`config.mk`:
```
export PLATFORM = sky130hd
export DESIGN_NAME = lcg_keyed_xor_stream_cipher
export DESIGN_NICKNAME = d
export VERILOG_FILES = /design/src/rtl/core/lkx_pkg.sv /design/src/rtl/core/lkx_csr.sv /design/src/rtl/core/lkx_keygen.sv /design/src/rtl/core/lkx_keyout.sv /design/src/rtl/core/lcg_keyed_xor_stream_cipher.sv
export SDC_FILE = /design/constraint.sdc
export NUM_CORES = 1
export LEC_CHECK = 0
export BUFFER_PORTS_ARGS = -buffer_cell sky130_fd_sc_hd__buf_2
export CORE_MARGIN = 4
export CORE_UTILIZATION = 35
export CTS_BUF_LIST = sky130_fd_sc_hd__clkbuf_8
export CTS_CLUSTER_SIZE = 30
export DETAILED_ROUTE_END_ITERATION = 8
export HOLD_SLACK_MARGIN = 0.12
export REMOVE_ABC_BUFFERS = 1
export SYNTH_ARGS = -nofsm -noshare
export SYNTH_HDL_FRONTEND = slang
export SYNTH_SLANG_ARGS = --single-unit
```
`constraint.sdc`:
```
create_clock -name clock -period 16.5 [get_ports clock]
set_input_delay 0.825 -clock clock [delete_from_list [all_inputs] [get_ports clock]]
set_output_delay 0.825 -clock clock [all_outputs]
set_load 0.02 [all_outputs]
```
`src/rtl/core/lkx_pkg.sv`:
```
// ---------------------------------------------------------------------------
// lkx_pkg: shared definitions for the keyed XOR stream cipher
// Key length, LCG constants, stage records and the key character helpers.
// ---------------------------------------------------------------------------
package lkx_pkg;

   // Key geometry
   localparam int KEY_LENGTH = 32;
   localparam int POS_W      = (KEY_LENGTH > 1) ? $clog2(KEY_LENGTH) : 1;
   localparam logic [POS_W-1:0] POS_LAST = POS_W'(KEY_LENGTH - 1);

   // Generator: state = state * LCG_MUL + LCG_ADD (mod 2^32), output bits 30..16
   localparam logic [31:0] LCG_MUL = 32'd214013;
   localparam logic [31:0] LCG_ADD = 32'd2531011;
   localparam int RAND_W = 15;

   // Alphabet: a-z, A-Z, 1-9
   localparam logic [7:0] ALPHA_SIZE = 8'd61;

   // Register file
   localparam int CSR_ADDR_W = 3;
   localparam logic CSR_IDX_SEED = 1'b0;

   typedef struct packed {
      logic [7:0] data_byte;
      logic       start_message;
   } msg_req_type;

   typedef struct packed {
      logic [7:0]        data_byte;
      logic              use_store;
      logic [POS_W-1:0]  key_pos;
      logic [RAND_W-1:0] rand_val;
   } key_req_type;

   // r mod 61 by folding: 64 is 3 mod 61, so fold the upper digits down twice,
   // then at most two subtractions remain.
   function automatic logic [5:0] rand_mod61(input logic [RAND_W-1:0] r);
      logic [10:0] fold_a;
      logic [7:0]  fold_b;
      logic [7:0]  rem;
      fold_a = {2'b00, r[14:6]} + {1'b0, r[14:6], 1'b0} + {5'b00000, r[5:0]};
      fold_b = {3'b000, fold_a[10:6]} + {2'b00, fold_a[10:6], 1'b0}
             + {2'b00, fold_a[5:0]};
      if (fold_b >= 8'(2 * ALPHA_SIZE)) begin
         rem = fold_b - 8'(2 * ALPHA_SIZE);
      end else if (fold_b >= ALPHA_SIZE) begin
         rem = fold_b - ALPHA_SIZE;
      end else begin
         rem = fold_b;
      end
      return rem[5:0];
   endfunction

   // Map an index 0..60 to its ASCII character
   function automatic logic [6:0] key_alphabet(input logic [5:0] idx);
      logic [6:0] ch;
      if (idx < 6'd26) begin
         ch = 7'd97 + {1'b0, idx};
      end else if (idx < 6'd52) begin
         ch = 7'd39 + {1'b0, idx};
      end else begin
         ch = {1'b0, idx} - 7'd3;
      end
      return ch;
   endfunction

endpackage

```
`src/rtl/core/lkx_csr.sv`:
```
// ---------------------------------------------------------------------------
// lkx_csr: configuration registers
// APB-style slave holding the seed register; always ready.
// ---------------------------------------------------------------------------
module lkx_csr import lkx_pkg::*; (
   input  logic                  clock,
   input  logic                  reset,
   input  logic                  psel,
   input  logic                  penable,
   input  logic                  pwrite,
   input  logic [CSR_ADDR_W-1:0] paddr,
   input  logic [31:0]           pwdata,
   output logic [31:0]           prdata,
   output logic                  pready,
   output logic [31:0]           seed_value
);

   logic [31:0] seed_ff, seed_in;
   logic        wr_en;

   assign pready = 1'b1;
   assign wr_en  = psel && penable && pwrite;

   always_comb begin
      seed_in = seed_ff;
      if (wr_en && (paddr[CSR_ADDR_W-1] == CSR_IDX_SEED)) begin
         seed_in = pwdata;
      end
   end

   always_comb begin
      case (paddr[CSR_ADDR_W-1])
         CSR_IDX_SEED: prdata = seed_ff;
         default:      prdata = '0;
      endcase
   end

   always_ff @(posedge clock) begin
      if (reset) begin
         seed_ff <= '0;
      end else begin
         seed_ff <= seed_in;
      end
   end

   assign seed_value = seed_ff;

endmodule

```
`src/rtl/core/lkx_keygen.sv`:
```
// ---------------------------------------------------------------------------
// lkx_keygen: generator stage
// Tracks the LCG state, key position and key-complete flag; advances the LCG
// once per request while the key is still being built.
// ---------------------------------------------------------------------------
module lkx_keygen import lkx_pkg::*; (
   input  logic        clock,
   input  logic        reset,
   input  logic [31:0] seed_value,
   input  logic        in_valid,
   input  msg_req_type in_req,
   output logic        in_ready,
   output logic        out_valid,
   output key_req_type out_req,
   input  logic        out_ready
);

   logic [31:0]       lcg_ff, lcg_in;
   logic [POS_W-1:0]  pos_ff, pos_in;
   logic              complete_ff, complete_in;
   logic              valid_ff, valid_in;
   key_req_type       req_ff, req_in;

   logic              take;
   logic [31:0]       cur_lcg;
   logic [31:0]       new_lcg;
   logic [POS_W-1:0]  cur_pos;
   logic              cur_complete;

   assign in_ready = !valid_ff || out_ready;
   assign take     = in_valid && in_ready;

   always_comb begin
      // a start reloads the seed and restarts the key
      cur_lcg      = in_req.start_message ? seed_value : lcg_ff;
      cur_pos      = in_req.start_message ? '0 : pos_ff;
      cur_complete = in_req.start_message ? 1'b0 : complete_ff;
      new_lcg      = cur_lcg * LCG_MUL + LCG_ADD;

      lcg_in      = lcg_ff;
      pos_in      = pos_ff;
      complete_in = complete_ff;
      req_in      = req_ff;
      valid_in    = out_ready ? 1'b0 : valid_ff;

      if (take) begin
         valid_in          = 1'b1;
         req_in.data_byte  = in_req.data_byte;
         req_in.use_store  = cur_complete;
         req_in.key_pos    = cur_pos;
         req_in.rand_val   = new_lcg[30:16];
         if (!cur_complete) begin
            lcg_in = new_lcg;
         end
         if (cur_pos == POS_LAST) begin
            pos_in      = '0;
            complete_in = 1'b1;
         end else begin
            pos_in      = cur_pos + POS_W'(1);
            complete_in = cur_complete;
         end
      end
   end

   always_ff @(posedge clock) begin
      if (reset) begin
         lcg_ff      <= '0;
         pos_ff      <= '0;
         complete_ff <= 1'b0;
         valid_ff    <= 1'b0;
      end else begin
         lcg_ff      <= lcg_in;
         pos_ff      <= pos_in;
         complete_ff <= complete_in;
         valid_ff    <= valid_in;
      end
   end

   always_ff @(posedge clock) begin
      req_ff <= req_in;
   end

   assign out_valid = valid_ff;
   assign out_req   = req_ff;

endmodule

```
`src/rtl/core/lkx_keyout.sv`:
```
// ---------------------------------------------------------------------------
// lkx_keyout: key character and result stage
// Maps the random value to a character or reads the stored key, records
// fresh characters, and holds the result register.
// ---------------------------------------------------------------------------
module lkx_keyout import lkx_pkg::*; (
   input  logic        clock,
   input  logic        reset,
   input  logic        stage_valid,
   input  key_req_type stage_req,
   output logic        stage_ready,
   output logic        rsp_valid,
   input  logic        rsp_ready,
   output logic [7:0]  rsp_cipher_byte,
   output logic [6:0]  rsp_key_char
);

   logic [6:0] key_store_ff [KEY_LENGTH];
   logic       valid_ff, valid_in;
   logic [7:0] cipher_ff, cipher_in;
   logic [6:0] char_ff, char_in;

   logic       take;
   logic [6:0] gen_char;

   assign stage_ready = !valid_ff || rsp_ready;
   assign take        = stage_valid && stage_ready;

   always_comb begin
      gen_char  = key_alphabet(rand_mod61(stage_req.rand_val));
      char_in   = char_ff;
      cipher_in = cipher_ff;
      valid_in  = rsp_ready ? 1'b0 : valid_ff;
      if (take) begin
         valid_in  = 1'b1;
         char_in   = stage_req.use_store ? key_store_ff[stage_req.key_pos] : gen_char;
         cipher_in = stage_req.data_byte ^ {1'b0, char_in};
      end
   end

   always_ff @(posedge clock) begin
      if (reset) begin
         valid_ff <= 1'b0;
      end else begin
         valid_ff <= valid_in;
      end
   end

   // record each new character while the key is being built
   always_ff @(posedge clock) begin
      cipher_ff <= cipher_in;
      char_ff   <= char_in;
      if (take && !stage_req.use_store) begin
         key_store_ff[stage_req.key_pos] <= gen_char;
      end
   end

   assign rsp_valid       = valid_ff;
   assign rsp_cipher_byte = cipher_ff;
   assign rsp_key_char    = char_ff;

endmodule

```
`src/rtl/core/lcg_keyed_xor_stream_cipher.sv`:
```
// ---------------------------------------------------------------------------
// lcg_keyed_xor_stream_cipher: keyed repeating-XOR byte cipher
// XORs each byte with a 32-character key drawn from a seeded LCG.
// ---------------------------------------------------------------------------
// Usage
//   Request channel (req_valid/req_ready): one byte plus a start flag. Set
//   req_start_message on the first byte of a message to reload the LCG from
//   the seed register and restart the key at position 0.
//   Response channel (rsp_valid/rsp_ready): one result per request, in order:
//   the transformed byte and the key character used for it. Encryption and
//   decryption are the same operation.
//   Configuration: APB-style port, seed register at byte address 0. Write it
//   only while the block is idle; it takes effect at the next start.
// Timing
//   An accepted request passes through the input register, generator stage
//   (LCG multiply-add) and result register (mod-61 fold, key character,
//   XOR) to rsp_valid. One request per cycle sustained while rsp_ready is
//   high; the LCG recurrence closes within the generator stage.
// Reset and stalls
//   Reset empties the pipeline, clears the LCG state, key position and the
//   key-complete flag; the seed resets to 0. While rsp_ready is low the three
//   stages fill and then req_ready drops; no request is lost or repeated.
// ---------------------------------------------------------------------------
module lcg_keyed_xor_stream_cipher import lkx_pkg::*; (
   input  logic                  clock,
   input  logic                  reset,
   // request channel
   input  logic                  req_valid,
   output logic                  req_ready,
   input  logic [7:0]            req_data_byte,
   input  logic                  req_start_message,
   // response channel
   output logic                  rsp_valid,
   input  logic                  rsp_ready,
   output logic [7:0]            rsp_cipher_byte,
   output logic [6:0]            rsp_key_char,
   // configuration port
   input  logic                  psel,
   input  logic                  penable,
   input  logic                  pwrite,
   input  logic [CSR_ADDR_W-1:0] paddr,
   input  logic [31:0]           pwdata,
   output logic [31:0]           prdata,
   output logic                  pready
);

   logic [31:0]  seed_value;

   // input register
   logic         in_valid_ff, in_valid_in;
   msg_req_type  in_req_ff, in_req_in;
   logic         req_take;

   // generator to result stage
   logic         kg_in_ready;
   logic         kg_valid;
   key_req_type  kg_req;
   logic         ko_ready;

   lkx_csr u_csr (
      .clock      (clock),
      .reset      (reset),
      .psel       (psel),
      .penable    (penable),
      .pwrite     (pwrite),
      .paddr      (paddr),
      .pwdata     (pwdata),
      .prdata     (prdata),
      .pready     (pready),
      .seed_value (seed_value)
   );

   // take a new request whenever the input register empties this cycle
   assign req_ready = !reset && (!in_valid_ff || kg_in_ready);
   assign req_take  = req_valid && req_ready;

   always_comb begin
      in_req_in   = in_req_ff;
      in_valid_in = kg_in_ready ? 1'b0 : in_valid_ff;
      if (req_take) begin
         in_valid_in             = 1'b1;
         in_req_in.data_byte     = req_data_byte;
         in_req_in.start_message = req_start_message;
      end
   end

   always_ff @(posedge clock) begin
      if (reset) begin
         in_valid_ff <= 1'b0;
      end else begin
         in_valid_ff <= in_valid_in;
      end
   end

   // hold the payload; no reset needed
   always_ff @(posedge clock) begin
      in_req_ff <= in_req_in;
   end

   lkx_keygen u_keygen (
      .clock      (clock),
      .reset      (reset),
      .seed_value (seed_value),
      .in_valid   (in_valid_ff),
      .in_req     (in_req_ff),
      .in_ready   (kg_in_ready),
      .out_valid  (kg_valid),
      .out_req    (kg_req),
      .out_ready  (ko_ready)
   );

   lkx_keyout u_keyout (
      .clock           (clock),
      .reset           (reset),
      .stage_valid     (kg_valid),
      .stage_req       (kg_req),
      .stage_ready     (ko_ready),
      .rsp_valid       (rsp_valid),
      .rsp_ready       (rsp_ready),
      .rsp_cipher_byte (rsp_cipher_byte),
      .rsp_key_char    (rsp_key_char)
   );

endmodule

```
==> results.md <==
| Stage | Quantity | Reported |
| --- | --- | --- |
| status | Run status | complete, no violations |
| place | IO Port Bufs | 97 |
| clock network | CTS tree | built |
| detailed routing | Vias after detailed routing | 13400 |
| die | # rows | 92 |
| clock network | Worst skew pair latency | 0.67 ns |
| clock network | Post-CTS repair timing setup buffer count | 0 |
| logic synthesis | Mean area per synthesized cell | 12.8 µm² |
| logic synthesis | Share of synthesized area occupied by flip-flops and latches | 43.9% |
| timing | Share of the clock period used by the worst path | 53.8% |
| timing | Fin worst setup slack | 7.63 ns |
| timing | Slew headroom | 12.4% |
| worst setup path | Data arrival at the endpoint of the critical path | 8.89 ns |
| place | Pre-CTS worst setup slack | 7.69 ns |
| logic synthesis | Number of enable flip-flop cells after synthesis | 277 |
| layout | Area taken by multi-input logic gates | 11400 µm² |
| place | RePlAce Congestion | 0.914 |
| grt | Total track usage | 15.3% |
| layout | Synthesis-to-finish area growth | 12.5% |
| detailed routing | Total DRC errors in the routed layout | 0 |
| detailed routing | Total detailed-routing wirelength | 50800 µm |
| die | Area of the die | 68200 µm² |
| worst setup path | Startpoint-to-endpoint class of the critical path | flop to flop |
| worst setup path | Worst path required time | 16.51 ns |
| layout | Number of nets in the layout | 2284 |
| worst setup path | Worst flop-to-flop path startpoint | u_keygen.out_req[7]$_DFFE_PP_ |
| timing | Fin Clk Skew | 0.0505 ns |
| worst setup path | Startpoint Class | flop |
| logic synthesis | Cell Area, Synth | 22400 µm² |
| logic synthesis | Synth warnings | 0 |
| hold path | Beginning of the worst hold path | req_data_byte[2] |
| grt | Largest net degree at the start of global routing | 51 |
| detailed routing | Number of nets still failing antenna checks after routing | 0 |
| detailed routing | Iteration count of the initial detailed-routing pass | 5 |
| grt | Overflow left after global routing | 0 |
| die | Width of the die | 261 µm |
| timing | Setup TNS after final layout | 0 ns |
| grt | Number of global-route vias before repair | 14600 |
| detailed routing | Number of DRC markers after the initial detailed-route iteration | 717 |
| detailed routing | Drt wl/cell | 18.3 µm |
| worst setup path | Slack of the worst reg-to-reg path | 7.63 ns |
| worst setup path | Endpoint type of the worst setup path | flop |
| layout | Commonest non-fill, non-tap cell in the layout | inv_1 |
| worst setup path | Worst path slowest cell | nand3_1 |
| worst setup path | Highest cell delay on the worst timing path | 0.91 ns |
| layout | Final Non-Filler Cells | 2777 |
| layout | Share of final-layout standard cells stronger than drive strength 1 | 16.4% |
| die | Effective utilization at floorplan | 35.5% |
| worst setup path | Largest fanout on the critical path | 32 |
| layout | Area occupied by registers | 9860 µm² |
| die | Core Region | 63300 µm² |
| clock network | Hold buffer count at CTS | 0 |
| die | Top-Level Pins | 101 |
| hold path | Min-delay worst type | primary input to flop |
| layout | Non-Filler Cell Area, Final | 25300 µm² |
| die | Chip height | 261 µm |
| timing | RSZ-0062 raised after global routing | no |
| grt | Antenna violations before repair | 1 |
| place | HPWL after detailed placement | 37800 µm |
| timing | Final hold vios | 0 |
| timing | Final-report setup violation count | 0 |
| worst setup path | CP startpoint | u_keygen.out_req[7]$_DFFE_PP_ |
| worst setup path | Worst path buffer plus inverter count | 3 |
| clock network | Number of resized instances in the post-cts repair step | 0 |
| timing | Fmax | 113 MHz |
| place | Post-Place Cell Area | 24000 µm² |
| timing | Measured slew at the worst slew-check pin | 1.31 ns |
| clock network | Htree depth | 2 |
| clock network | Total clock sinks | 354 |
| logic synthesis | Post-synth ARST share | 0% |
| place | Dpl cells | 2663 |
| logic synthesis | Distinct cell type count of the synthesized netlist | 78 |
| layout | Commonest cells after routing, fill and taps aside | inv_1, edfxtp_1, fa_1, ha_1, nand2_1 |
| timing | Number of slew-limit violations in the final report | 0 |
| logic synthesis | Flip-flop cell with the highest count after synthesis | edfxtp_1 |
| worst setup path | Gate family responsible for the most delay along the worst path | compound AO/OA/AOI/OAI gates |
| worst setup path | FF-to-FF End | u_keyout.key_store_ff[16][6]$_DFFE_PP_ |
| timing | Clock period minus final worst setup slack | 8.87 ns |
| job | Max-Cap Viols | 0 |
| clock network | Clock-pin slew on the worst setup and hold paths | 0.06 ns |
| logic synthesis | Count of state elements after synthesis | 354 |
| clock network | TritonCTS buffer count | 60 |
| logic synthesis | Instance count of the mapped netlist | 1752 |
| hold path | Hold Path End | in_req_ff[3]$_DFFE_PP_ |
| layout | Number of fill cells in the layout | 6003 |
| worst setup path | Most common cell on crit path | a21oi_1 |
| clock network | Maximum root-to-sink buffer count | 3 |
| worst setup path | Cell count of the worst reg-to-reg path | 30 |
| detailed routing | Routed vias/inst | 4.83 |
| clock network | Clock root buffer master | clkbuf_8 |
| grt | Global-route wire length before repair | 80800 µm |
| hold path | Hold Path Cell Cnt | 1 |
cell usage after synthesis, types with 5 or more instances:
master / n / area (µm²)
clkbuf_1: 37 / 139
ha_1: 161 / 2010
mux2i_1: 23 / 230
dfxtp_1: 77 / 1540
mux4_2: 70 / 1580
a21oi_1: 101 / 505
inv_1: 279 / 1050
mux2_2: 18 / 203
nor2_1: 85 / 319
nand2b_1: 6 / 37.5
edfxtp_1: 277 / 8320
a21o_1: 15 / 113
nor2b_1: 45 / 282
o21a_1: 7 / 52.6
o21ai_0: 16 / 80.1
fa_1: 193 / 3860
a211oi_1: 5 / 37.5
xor2_1: 23 / 201
xnor2_1: 42 / 368
nand3_1: 10 / 50.1
nand2_1: 149 / 559
nor3_1: 11 / 55.1
buf_1: 10 / 37.5
o21bai_1: 6 / 45.0
layout make-up:
cell class	instances	share of cell area (%)
multi-input cells	1069	45.1
clock inverters	46	1.44
repair buffers	115	2.46
inverters	279	4.15
well taps	846	4.19
flip-flops and latches	354	39.0
clock buffers	67	3.65
diodes	1	0.00991
stage by stage:
| stage | hold WS [ns] | util [%] |
|---|---|---|
| after floorplan | 0.400 | - |
| after global placement | 0.404 | 37.9 |
| after detailed placement | 0.405 | 37.9 |
| after CTS | 0.256 | 39.9 |
| after global routing | 0.268 | 39.9 |
| final | 0.330 | 39.9 |
cells by family after synthesis:
group,count (synthesis),share of synthesized area [%]
AND/OR/NAND/NOR,344,7.15
XOR/XNOR,69,2.91
buffers and inverters,329,5.54
AO/OA/AOI/OAI,190,5.32
flip-flops,354,43.9
adder cells (fa/ha/maj),354,26.2
other,1,0.0167
multiplexers,111,8.95
metal layers:
layer / global-route usage (%) / wire [µm]
met1: 19.3 / 21100
met2: 26.5 / 25700
met3: 2.82 / 2420
met4: 5.19 / 1630
met5: 0 / 0
registers in the layout, indices dropped and copies added, names as in the netlist, named ones only:
| signal | count |
|---|---|
| u_keyout.key_store_ff | 224 |
| u_csr.seed_value | 32 |
| u_keygen.lcg_ff | 31 |
| u_keygen.out_req | 29 |
| in_req_ff | 9 |
| u_keyout.rsp_cipher_byte | 8 |
| u_keyout.rsp_key_char | 7 |
| u_keygen.pos_ff | 5 |
| in_valid_ff | 1 |
| u_keygen.complete_ff | 1 |
| u_keygen.out_valid | 1 |
| u_keyout.rsp_valid | 1 |
worst register-to-register path, delay by kind of cell, from the launching register on:
family	cells	cell delay [ns]
buffers and inverters	3	0.20
XOR/XNOR	1	0.24
flip-flops	1	0.37
AND/OR/NAND/NOR	7	2.16
adder cells (fa/ha/maj)	6	2.43
AO/OA/AOI/OAI	13	2.81
worst max-delay path by stage:
stage,cells after the start,slack (ns),to
3_5_place_dp,30,7.69,u_keyout.key_store_ff[0][6]$_DFFE_PP_
4_1_cts,30,7.67,u_keyout.key_store_ff[16][6]$_DFFE_PP_
6_report,30,7.63,u_keyout.key_store_ff[16][6]$_DFFE_PP_
2_1_floorplan,30,8.61,u_keyout.rsp_cipher_byte[4]$_DFFE_PP_
3_3_place_gp,30,8.08,u_keyout.key_store_ff[18][6]$_DFFE_PP_
5_1_grt,30,6.90,u_keyout.key_store_ff[16][6]$_DFFE_PP_
Power is not shown: default switching activity piles up to over one toggle a cycle in this logic, so the estimate is an artifact.
